==> config.mk <==
export PLATFORM = sky130hd
export DESIGN_NAME = sm4_block_cipher_ecb_cbc
export DESIGN_NICKNAME = d
export VERILOG_FILES = /design/src/hw/rtl/sm4_pkg.sv /design/src/hw/rtl/sm4_round_unit.sv /design/src/hw/rtl/sm4_key_regs.sv /design/src/hw/rtl/sm4_block_cipher_ecb_cbc.sv
export SDC_FILE = /design/constraint.sdc
export NUM_CORES = 2
export LEC_CHECK = 0
export BUFFER_PORTS_ARGS = -buffer_cell sky130_fd_sc_hd__buf_2
export CELL_PAD_IN_SITES_DETAIL_PLACEMENT = 2
export CELL_PAD_IN_SITES_GLOBAL_PLACEMENT = 2
export CORE_UTILIZATION = 43
export DETAILED_ROUTE_END_ITERATION = 8
export HOLD_SLACK_MARGIN = 0.03
export PLACE_DENSITY = 0.82
export SLEW_MARGIN = 10
export SYNTH_ARGS = -nofsm -noshare
export SYNTH_HDL_FRONTEND = slang
export SYNTH_SLANG_ARGS = --single-unit
export TNS_END_PERCENT = 50
==> constraint.sdc <==
create_clock -name clock -period 9.2 [get_ports clock]
set_clock_uncertainty 0.15 [all_clocks]
set_input_delay 0.92 -clock clock [delete_from_list [all_inputs] [get_ports clock]]
set_output_delay 0.92 -clock clock [all_outputs]
set_load 0.03 [all_outputs]
==> src/hw/rtl/sm4_pkg.sv <==
package sm4_pkg;

   localparam int BLOCK_W   = 128;
   localparam int WORD_W    = 32;
   localparam int ROUNDS    = 32;
   localparam int RIDX_W    = 5;
   localparam int CSR_IDX_W = 3;
   localparam int CSR_DATA_W = 64;

   localparam logic [31:0] FK0 = 32'ha3b1bac6;
   localparam logic [31:0] FK1 = 32'h56aa3350;
   localparam logic [31:0] FK2 = 32'h677d9197;
   localparam logic [31:0] FK3 = 32'hb27022dc;

   // Write and read controls of the round key register file.
   typedef struct packed {
      logic              we;
      logic [RIDX_W-1:0] waddr;
      logic [RIDX_W-1:0] raddr;
   } rk_ctl_type;

   localparam logic [7:0] SBOX_TABLE [0:255] = '{
      8'hd6,8'h90,8'he9,8'hfe,8'hcc,8'he1,8'h3d,8'hb7,8'h16,8'hb6,8'h14,8'hc2,8'h28,8'hfb,8'h2c,8'h05,
      8'h2b,8'h67,8'h9a,8'h76,8'h2a,8'hbe,8'h04,8'hc3,8'haa,8'h44,8'h13,8'h26,8'h49,8'h86,8'h06,8'h99,
      8'h9c,8'h42,8'h50,8'hf4,8'h91,8'hef,8'h98,8'h7a,8'h33,8'h54,8'h0b,8'h43,8'hed,8'hcf,8'hac,8'h62,
      8'he4,8'hb3,8'h1c,8'ha9,8'hc9,8'h08,8'he8,8'h95,8'h80,8'hdf,8'h94,8'hfa,8'h75,8'h8f,8'h3f,8'ha6,
      8'h47,8'h07,8'ha7,8'hfc,8'hf3,8'h73,8'h17,8'hba,8'h83,8'h59,8'h3c,8'h19,8'he6,8'h85,8'h4f,8'ha8,
      8'h68,8'h6b,8'h81,8'hb2,8'h71,8'h64,8'hda,8'h8b,8'hf8,8'heb,8'h0f,8'h4b,8'h70,8'h56,8'h9d,8'h35,
      8'h1e,8'h24,8'h0e,8'h5e,8'h63,8'h58,8'hd1,8'ha2,8'h25,8'h22,8'h7c,8'h3b,8'h01,8'h21,8'h78,8'h87,
      8'hd4,8'h00,8'h46,8'h57,8'h9f,8'hd3,8'h27,8'h52,8'h4c,8'h36,8'h02,8'he7,8'ha0,8'hc4,8'hc8,8'h9e,
      8'hea,8'hbf,8'h8a,8'hd2,8'h40,8'hc7,8'h38,8'hb5,8'ha3,8'hf7,8'hf2,8'hce,8'hf9,8'h61,8'h15,8'ha1,
      8'he0,8'hae,8'h5d,8'ha4,8'h9b,8'h34,8'h1a,8'h55,8'had,8'h93,8'h32,8'h30,8'hf5,8'h8c,8'hb1,8'he3,
      8'h1d,8'hf6,8'he2,8'h2e,8'h82,8'h66,8'hca,8'h60,8'hc0,8'h29,8'h23,8'hab,8'h0d,8'h53,8'h4e,8'h6f,
      8'hd5,8'hdb,8'h37,8'h45,8'hde,8'hfd,8'h8e,8'h2f,8'h03,8'hff,8'h6a,8'h72,8'h6d,8'h6c,8'h5b,8'h51,
      8'h8d,8'h1b,8'haf,8'h92,8'hbb,8'hdd,8'hbc,8'h7f,8'h11,8'hd9,8'h5c,8'h41,8'h1f,8'h10,8'h5a,8'hd8,
      8'h0a,8'hc1,8'h31,8'h88,8'ha5,8'hcd,8'h7b,8'hbd,8'h2d,8'h74,8'hd0,8'h12,8'hb8,8'he5,8'hb4,8'hb0,
      8'h89,8'h69,8'h97,8'h4a,8'h0c,8'h96,8'h77,8'h7e,8'h65,8'hb9,8'hf1,8'h09,8'hc5,8'h6e,8'hc6,8'h84,
      8'h18,8'hf0,8'h7d,8'hec,8'h3a,8'hdc,8'h4d,8'h20,8'h79,8'hee,8'h5f,8'h3e,8'hd7,8'hcb,8'h39,8'h48
   };

   // Byte-wise S-box substitution of a word.
   function automatic logic [31:0] tau(input logic [31:0] a);
      tau = {SBOX_TABLE[a[31:24]], SBOX_TABLE[a[23:16]],
             SBOX_TABLE[a[15:8]],  SBOX_TABLE[a[7:0]]};
   endfunction

   // Key schedule constant: byte j of word i is (4i + j) * 7 mod 256.
   function automatic logic [31:0] ck_word(input logic [RIDX_W-1:0] idx);
      logic [7:0]  base;
      logic [7:0]  n;
      logic [31:0] w;
      base = {1'b0, idx, 2'b00};
      w    = '0;
      for (int j = 0; j < 4; j++) begin
         n = base + 8'(j);
         w[31-8*j -: 8] = (n << 3) - n;
      end
      ck_word = w;
   endfunction

endpackage

==> src/hw/rtl/sm4_round_unit.sv <==
module sm4_round_unit
   import sm4_pkg::*;
(
   input  logic [BLOCK_W-1:0] work_words,
   input  logic [WORD_W-1:0]  round_key,
   input  logic               key_sched,
   output logic [WORD_W-1:0]  new_word
);

   logic [WORD_W-1:0] mix;
   logic [WORD_W-1:0] sub;
   logic [WORD_W-1:0] lin_data;
   logic [WORD_W-1:0] lin_key;

   always_comb begin
      mix = work_words[95:64] ^ work_words[63:32] ^ work_words[31:0] ^ round_key;
      sub = tau(mix);
      lin_data = sub ^ {sub[29:0], sub[31:30]} ^ {sub[21:0], sub[31:22]}
               ^ {sub[13:0], sub[31:14]} ^ {sub[7:0], sub[31:8]};
      lin_key  = sub ^ {sub[18:0], sub[31:19]} ^ {sub[8:0], sub[31:9]};
      new_word = work_words[127:96] ^ (key_sched ? lin_key : lin_data);
   end

endmodule

==> src/hw/rtl/sm4_key_regs.sv <==
module sm4_key_regs
   import sm4_pkg::*;
(
   input  logic              clock,
   input  rk_ctl_type        ctl,
   input  logic [WORD_W-1:0] wdata,
   output logic [WORD_W-1:0] rdata
);

   logic [WORD_W-1:0] keys_ff [ROUNDS];

   always_ff @(posedge clock) begin
      if (ctl.we) begin
         keys_ff[ctl.waddr] <= wdata;
      end
   end

   assign rdata = keys_ff[ctl.raddr];

endmodule

==> src/hw/rtl/sm4_block_cipher_ecb_cbc.sv <==
// A block passes from the input transfer through the load, round and finish states
// to the output register; when the round keys are not current, a key expansion comes first.
// The single shared round unit serves one key-schedule or cipher round per cycle, and
// a new block is taken only when the engine is idle again.
// Reset is synchronous and active high; it clears the control and configuration
// registers, the chaining value and the key-valid flag, so the first block
// always expands the keys.
module sm4_block_cipher_ecb_cbc
   import sm4_pkg::*;
(
   input  logic                  clock,
   input  logic                  reset,
   input  logic                  req_tvalid,
   output logic                  req_tready,
   input  logic [BLOCK_W-1:0]    req_tdata,   // block_high [63:0], block_low [127:64]
   input  logic                  req_tuser,   // restart_chain
   output logic                  rsp_tvalid,
   input  logic                  rsp_tready,
   output logic [BLOCK_W-1:0]    rsp_tdata,   // result_high [63:0], result_low [127:64]
   input  logic                  csr_we,
   input  logic [CSR_IDX_W-1:0]  csr_index,
   input  logic [CSR_DATA_W-1:0] csr_wdata
);

   localparam logic [2:0] ST_IDLE   = 3'd0;
   localparam logic [2:0] ST_EXPAND = 3'd1;
   localparam logic [2:0] ST_LOAD   = 3'd2;
   localparam logic [2:0] ST_ROUND  = 3'd3;
   localparam logic [2:0] ST_FINISH = 3'd4;

   localparam logic [CSR_IDX_W-1:0] REG_KEY_HIGH = 3'd0;
   localparam logic [CSR_IDX_W-1:0] REG_KEY_LOW  = 3'd1;
   localparam logic [CSR_IDX_W-1:0] REG_IV_HIGH  = 3'd2;
   localparam logic [CSR_IDX_W-1:0] REG_IV_LOW   = 3'd3;
   localparam logic [CSR_IDX_W-1:0] REG_MODE     = 3'd4;
   localparam logic [CSR_IDX_W-1:0] REG_DIR      = 3'd5;

   logic [2:0]          state_ff, state_in;
   logic [RIDX_W-1:0]   cnt_ff, cnt_in;
   logic                keys_valid_ff, keys_valid_in;
   logic [BLOCK_W-1:0]  key_ff, iv_ff, chain_ff, chain_in;
   logic                cbc_ff, dir_ff;
   logic [BLOCK_W-1:0]  blk_ff, blk_in;
   logic [BLOCK_W-1:0]  work_ff, work_in;
   logic                rsp_valid_ff, rsp_valid_in;
   logic [BLOCK_W-1:0]  rsp_data_ff, rsp_data_in;

   logic                req_xfer;
   logic                key_sched;
   logic [WORD_W-1:0]   rk_rdata;
   logic [WORD_W-1:0]   unit_key;
   logic [WORD_W-1:0]   new_word;
   logic [BLOCK_W-1:0]  rounds_out;
   logic [BLOCK_W-1:0]  cipher_out;
   logic [63:0]         blk_high, blk_low;
   rk_ctl_type          rk_ctl;

   assign req_tready = (state_ff == ST_IDLE);
   assign req_xfer   = req_tvalid && req_tready;
   assign rsp_tvalid = rsp_valid_ff;
   assign rsp_tdata  = rsp_data_ff;

   assign key_sched = (state_ff == ST_EXPAND);
   assign unit_key  = key_sched ? ck_word(cnt_ff) : rk_rdata;

   always_comb begin
      rk_ctl.we    = key_sched;
      rk_ctl.waddr = cnt_ff;
      // Decryption walks the forward key schedule backwards.
      rk_ctl.raddr = dir_ff ? ~cnt_ff : cnt_ff;
   end

   sm4_key_regs u_key_regs (
      .clock (clock),
      .ctl   (rk_ctl),
      .wdata (new_word),
      .rdata (rk_rdata)
   );

   sm4_round_unit u_round_unit (
      .work_words (work_ff),
      .round_key  (unit_key),
      .key_sched  (key_sched),
      .new_word   (new_word)
   );

   // Words are held big-endian: the block's first word sits in the top bits.
   assign blk_high   = blk_ff[127:64];
   assign blk_low    = blk_ff[63:0];
   assign rounds_out = {work_ff[31:0], work_ff[63:32], work_ff[95:64], work_ff[127:96]};
   assign cipher_out = (cbc_ff && dir_ff) ? (rounds_out ^ chain_ff) : rounds_out;

   always_comb begin
      state_in      = state_ff;
      cnt_in        = cnt_ff;
      keys_valid_in = keys_valid_ff;
      chain_in      = chain_ff;
      blk_in        = blk_ff;
      work_in       = work_ff;
      rsp_valid_in  = rsp_valid_ff;
      rsp_data_in   = rsp_data_ff;

      if (rsp_valid_ff && rsp_tready) begin
         rsp_valid_in = 1'b0;
      end

      unique case (state_ff)
         ST_IDLE: begin
            if (req_xfer) begin
               blk_in = {req_tdata[63:0], req_tdata[127:64]};
               if (req_tuser) begin
                  chain_in = iv_ff;
               end
               cnt_in = '0;
               if (keys_valid_ff) begin
                  state_in = ST_LOAD;
               end else begin
                  work_in  = key_ff ^ {FK0, FK1, FK2, FK3};
                  state_in = ST_EXPAND;
               end
            end
         end
         ST_EXPAND: begin
            work_in = {work_ff[95:0], new_word};
            cnt_in  = cnt_ff + 1'b1;
            if (cnt_ff == RIDX_W'(ROUNDS - 1)) begin
               keys_valid_in = 1'b1;
               state_in      = ST_LOAD;
            end
         end
         ST_LOAD: begin
            work_in  = (cbc_ff && !dir_ff) ? (blk_ff ^ chain_ff) : blk_ff;
            cnt_in   = '0;
            state_in = ST_ROUND;
         end
         ST_ROUND: begin
            work_in = {work_ff[95:0], new_word};
            cnt_in  = cnt_ff + 1'b1;
            if (cnt_ff == RIDX_W'(ROUNDS - 1)) begin
               state_in = ST_FINISH;
            end
         end
         ST_FINISH: begin
            // Hold the result until the output register is free.
            if (!rsp_valid_ff || rsp_tready) begin
               rsp_valid_in = 1'b1;
               rsp_data_in  = {cipher_out[63:0], cipher_out[127:64]};
               if (cbc_ff) begin
                  chain_in = dir_ff ? {blk_high, blk_low} : cipher_out;
               end
               state_in = ST_IDLE;
            end
         end
         default: begin
            state_in = ST_IDLE;
         end
      endcase

      if (csr_we && ((csr_index == REG_KEY_HIGH) || (csr_index == REG_KEY_LOW)
                     || (csr_index == REG_DIR))) begin
         keys_valid_in = 1'b0;
      end
   end

   always_ff @(posedge clock) begin
      if (reset) begin
         state_ff      <= ST_IDLE;
         cnt_ff        <= '0;
         keys_valid_ff <= 1'b0;
         chain_ff      <= '0;
         rsp_valid_ff  <= 1'b0;
         key_ff        <= '0;
         iv_ff         <= '0;
         cbc_ff        <= 1'b0;
         dir_ff        <= 1'b0;
      end else begin
         state_ff      <= state_in;
         cnt_ff        <= cnt_in;
         keys_valid_ff <= keys_valid_in;
         chain_ff      <= chain_in;
         rsp_valid_ff  <= rsp_valid_in;
         if (csr_we) begin
            unique case (csr_index)
               REG_KEY_HIGH: key_ff[127:64] <= csr_wdata;
               REG_KEY_LOW:  key_ff[63:0]   <= csr_wdata;
               REG_IV_HIGH:  iv_ff[127:64]  <= csr_wdata;
               REG_IV_LOW:   iv_ff[63:0]    <= csr_wdata;
               REG_MODE:     cbc_ff         <= csr_wdata[0];
               REG_DIR:      dir_ff         <= csr_wdata[0];
               default: begin
               end
            endcase
         end
      end
   end

   always_ff @(posedge clock) begin
      blk_ff      <= blk_in;
      work_ff     <= work_in;
      rsp_data_ff <= rsp_data_in;
   end

endmodule

==> run metrics, run 1 <==
number of synthesis warnings 0; Syn Nets 9147; io pins 331; Port Buffers 330; Avg Cell Area, Syn 11.0 um2; CTS sink count 1804; fraction of registers with async set or reset after synthesis 0; Log Error [ERROR GRT-0228] Horizontal edge usage exceeds the maximum allowed. (27, 48) usage=65535 limit=3200; post-synthesis cell count 8901; worst ep type sequential cell input; flops & latches, synth 1804; top-count cell post-synth edfxtp_1; pin count of the biggest net entering global routing 175; dpl hpwl 346000 um; Clock Tree Root clkbuf_16; Synth area leader edfxtp_1; Area after DPL 105000 um2; commonest cells in the netlist edfxtp_1, nand2_1, a21oi_1; failing step global routing (5_1_grt); Die W 479 um; routability cong. 0.986; post-synthesis sequential area ratio 0.513; outcome aborted with a tool error; EDFF count, synth 1408; Unique masters post-synth 135; top-area cell type share of the netlist area 0.432; synth top area cells edfxtp_1, dfxtp_1, mux2i_1; CTS H-tree depth 4; setup bufs post-CTS 0; row count 174; Post-Syn Area 97800 um2; Chip Height 479 um; Max clock buf depth 3; Synth Flop Type edfxtp_1; Num CTS Buffers 185; GRT worst endpoint u_key_regs.keys_ff[7][23]$_DFFE_PP_/D; Initial Util 0.434
kinds of logic after synthesis:
family | share of synthesized area
adder cells (fa/ha/maj) | 0.00615
XOR/XNOR | 0.0511
AO/OA/AOI/OAI | 0.180
flip-flops | 0.513
AND/OR/NAND/NOR | 0.103
multiplexers | 0.102
buffers and inverters | 0.0437
metrics by stage:
step	util	std cells	worst slack, ps	hold WS (ps)
after CTS	0.492	12306	40.7	31.2
after global placement	0.464	11939	414	291
after detailed placement	0.464	11939	279	302
after floorplan	-	8901	841	284
what timing repair did:
| action | CTS |
|---|---|
| setup endpoints to repair | 64 |
| gates resized for setup | 1 |
| hold buffers | 21 |
| hold endpoints to repair | 21 |
==> inputs of run 2 (changes only) <==
--- a/config.mk
+++ b/config.mk
@@ -6,12 +6,9 @@
 export NUM_CORES = 2
 export LEC_CHECK = 0
 export BUFFER_PORTS_ARGS = -buffer_cell sky130_fd_sc_hd__buf_2
-export CELL_PAD_IN_SITES_DETAIL_PLACEMENT = 2
-export CELL_PAD_IN_SITES_GLOBAL_PLACEMENT = 2
-export CORE_UTILIZATION = 43
+export CORE_UTILIZATION = 35
 export DETAILED_ROUTE_END_ITERATION = 8
-export HOLD_SLACK_MARGIN = 0.03
-export PLACE_DENSITY = 0.82
+export PLACE_DENSITY_LB_ADDON = 0.15
 export SLEW_MARGIN = 10
 export SYNTH_ARGS = -nofsm -noshare
 export SYNTH_HDL_FRONTEND = slang
==> run metrics, run 2 <==
DRC errors left 0; Tmin final 8990 ps; wl on met1 194000 um; commonest cells in the netlist edfxtp_1, nand2_1, a21oi_1; Syn-to-layout area delta 14.1%; hold buffer count at CTS 0 (-100%); CP max FO 47; CTS tree built; Die W 531 um (+11%); crit path launch dir_ff; top-count cell post-synth edfxtp_1; WP data required 9730 ps; Clock Tree Root clkbuf_16; synth top area cells edfxtp_1, dfxtp_1, mux2i_1; Final Cycle Share 0.977; flops & latches, synth 1804 (unchanged); Via Count 81728; met2 wire length 201000 um; post-synthesis cell count 8901 (unchanged); CTS sink count 1804 (unchanged); crit path DAT 9520 ps; Syn Nets 9147 (unchanged); pin count of the biggest net entering global routing 159; gr usage total 0.311; worst setup path class register to register; dpl ws 447 ps (+168 ps); First DRT Iteration DRCs 10015; core area 277000 um2; Largest Register u_key_regs.keys_ff; most common cell after layout, fill and taps aside edfxtp_1; top-area cell type share of the netlist area 0.432 (unchanged); launching point of the worst reg2reg path dir_ff; Unique masters post-synth 135 (unchanged); Worst Setup Start Kind register; number of vias per cell 6.29; Avg Cell Area, Syn 11.0 um2 (unchanged); Final WS setup 210 ps; uppermost layer routed met5; dpl hpwl 302000 um (-13%); Max-slew headroom 0.135; crit end category register; fin nets 9366; CTS H-tree depth 4 (unchanged); worst skew pair latency 900 ps; row count 193 (+11%); Post-Syn Area 97800 um2 (unchanged); max capacitance violation total 0; Antenna Nets Post-Route 0; Synth Flop Type edfxtp_1; initial antenna violation count 40; worst min-delay path class input port to register; post-cts resize count 0 (-1); Largest register FFs 1024; post-synthesis sequential area ratio 0.513 (unchanged); setup bufs post-CTS 0 (unchanged); Initial Util 0.353 (-0.0809); Tightest Pin Transition 1290 ps; Port Buffers 330 (unchanged); share of layout cells above drive strength 1 0.177; io pins 331 (unchanged); Hold Crit Start req_tdata[25]; Setup Total Neg Slack 0 ps; vias in the first global route 77532; fraction of registers with async set or reset after synthesis 0 (unchanged); Hold Vio Cnt, Final 0; most frequent cells in the layout edfxtp_1, nand2_1, a21oi_1, nor2_1, mux2i_1; Peak Freq 0.111 GHz; RSZ-0062 raised after global routing false; routability cong. 0.959 (-2.8%); number of synthesis warnings 0 (unchanged); outcome complete, no violations; Clk pin slew, worst setup/hold paths 60 ps; Placed Cells 12617 (+5.7%); Synth area leader edfxtp_1; Max clock buf depth 4 (+1); first-pass GRT wire length 624000 um; Num CTS Buffers 206 (+11%); die area 282000 um2; non-filler instance count after layout 12999; Max Slew Vio Count 0; TritonRoute pass-1 iters 6; final setup fails 0; Post-Route WL 452000 um; Chip Height 531 um (+11%); EDFF count, synth 1408 (unchanged); WL/cell 34.8 um; met3 wire len 37800 um; GRT overflow 0
-- run 2: per-layer routing --
metal	GRT usage	vias to the layer above
met5	0	-
met4	0.116	24
met3	0.0554	833
met2	0.479	4373
met1	0.434	42053
li1	-	34445
-- run 2: cell families (layout without fill, tap and decap cells) --
group,count (synthesis),in the layout,synth area share
mux,771,771,0.102
other cells,0,22,0
simple gates,2373,2373,0.103
fa+ha+maj,48,48,0.00615
flops,1804,1804,0.513
compound gates,2539,2539,0.180
xor+xnor,513,513,0.0511
buf+inv,853,1224,0.0437
-- run 2: final timing paths --
| kind | end | slack (ps) | cells after the start |
|---|---|---|---|
| worst max-delay path | u_key_regs.keys_ff[9][24] | 210 | 19 |
| worst min-delay path | blk_ff[89] | 60 | 1 |
| worst max register to register | u_key_regs.keys_ff[9][24] | 210 | 19 |
| worst min register to register | key_ff[118] | 300 | 2 |
-- run 2: critical path, stage by stage (launching register included) --
cell and delay, ps:
dfxtp_4 910, buf_4 440, xor2_4 710, buf_4 280, buf_4 250, mux4_2 390, a22o_1 260, a221oi_1 310
a211o_1 570, and2_1 560, o211ai_1 180, o31ai_1 480, a211oi_1 220, a211oi_4 830, o21ai_0 700, nand3_1 300
nor3_1 90, o31a_1 290, nor2_2 580, buf_12 250
-- run 2: area by class of cell --
type,instances,area (um2)
antenna,22,55.1
clock buffer,272,5560
clock inverter,88,729
fill,26850,166000
inverter,67,268
multi-input combinational,6244,44400
sequential,1804,50200
tap,3705,4640
timing repair buffer,797,5770
-- run 2: through the flow --
stage | utilization | hold WS [ps] | area [um2]
finish | 0.403 | 64.3 | 112000
global route | 0.403 | 35.3 | 112000
CTS | 0.402 | 14.7 | 112000
detailed placement | 0.380 | 296 | 105000
global placement | 0.380 | 291 | 105000
floorplan | - | 284 | 97800
Power of run 2 is not shown: default switching activity piles up to over one toggle a cycle in this logic, so the estimate is an artifact.
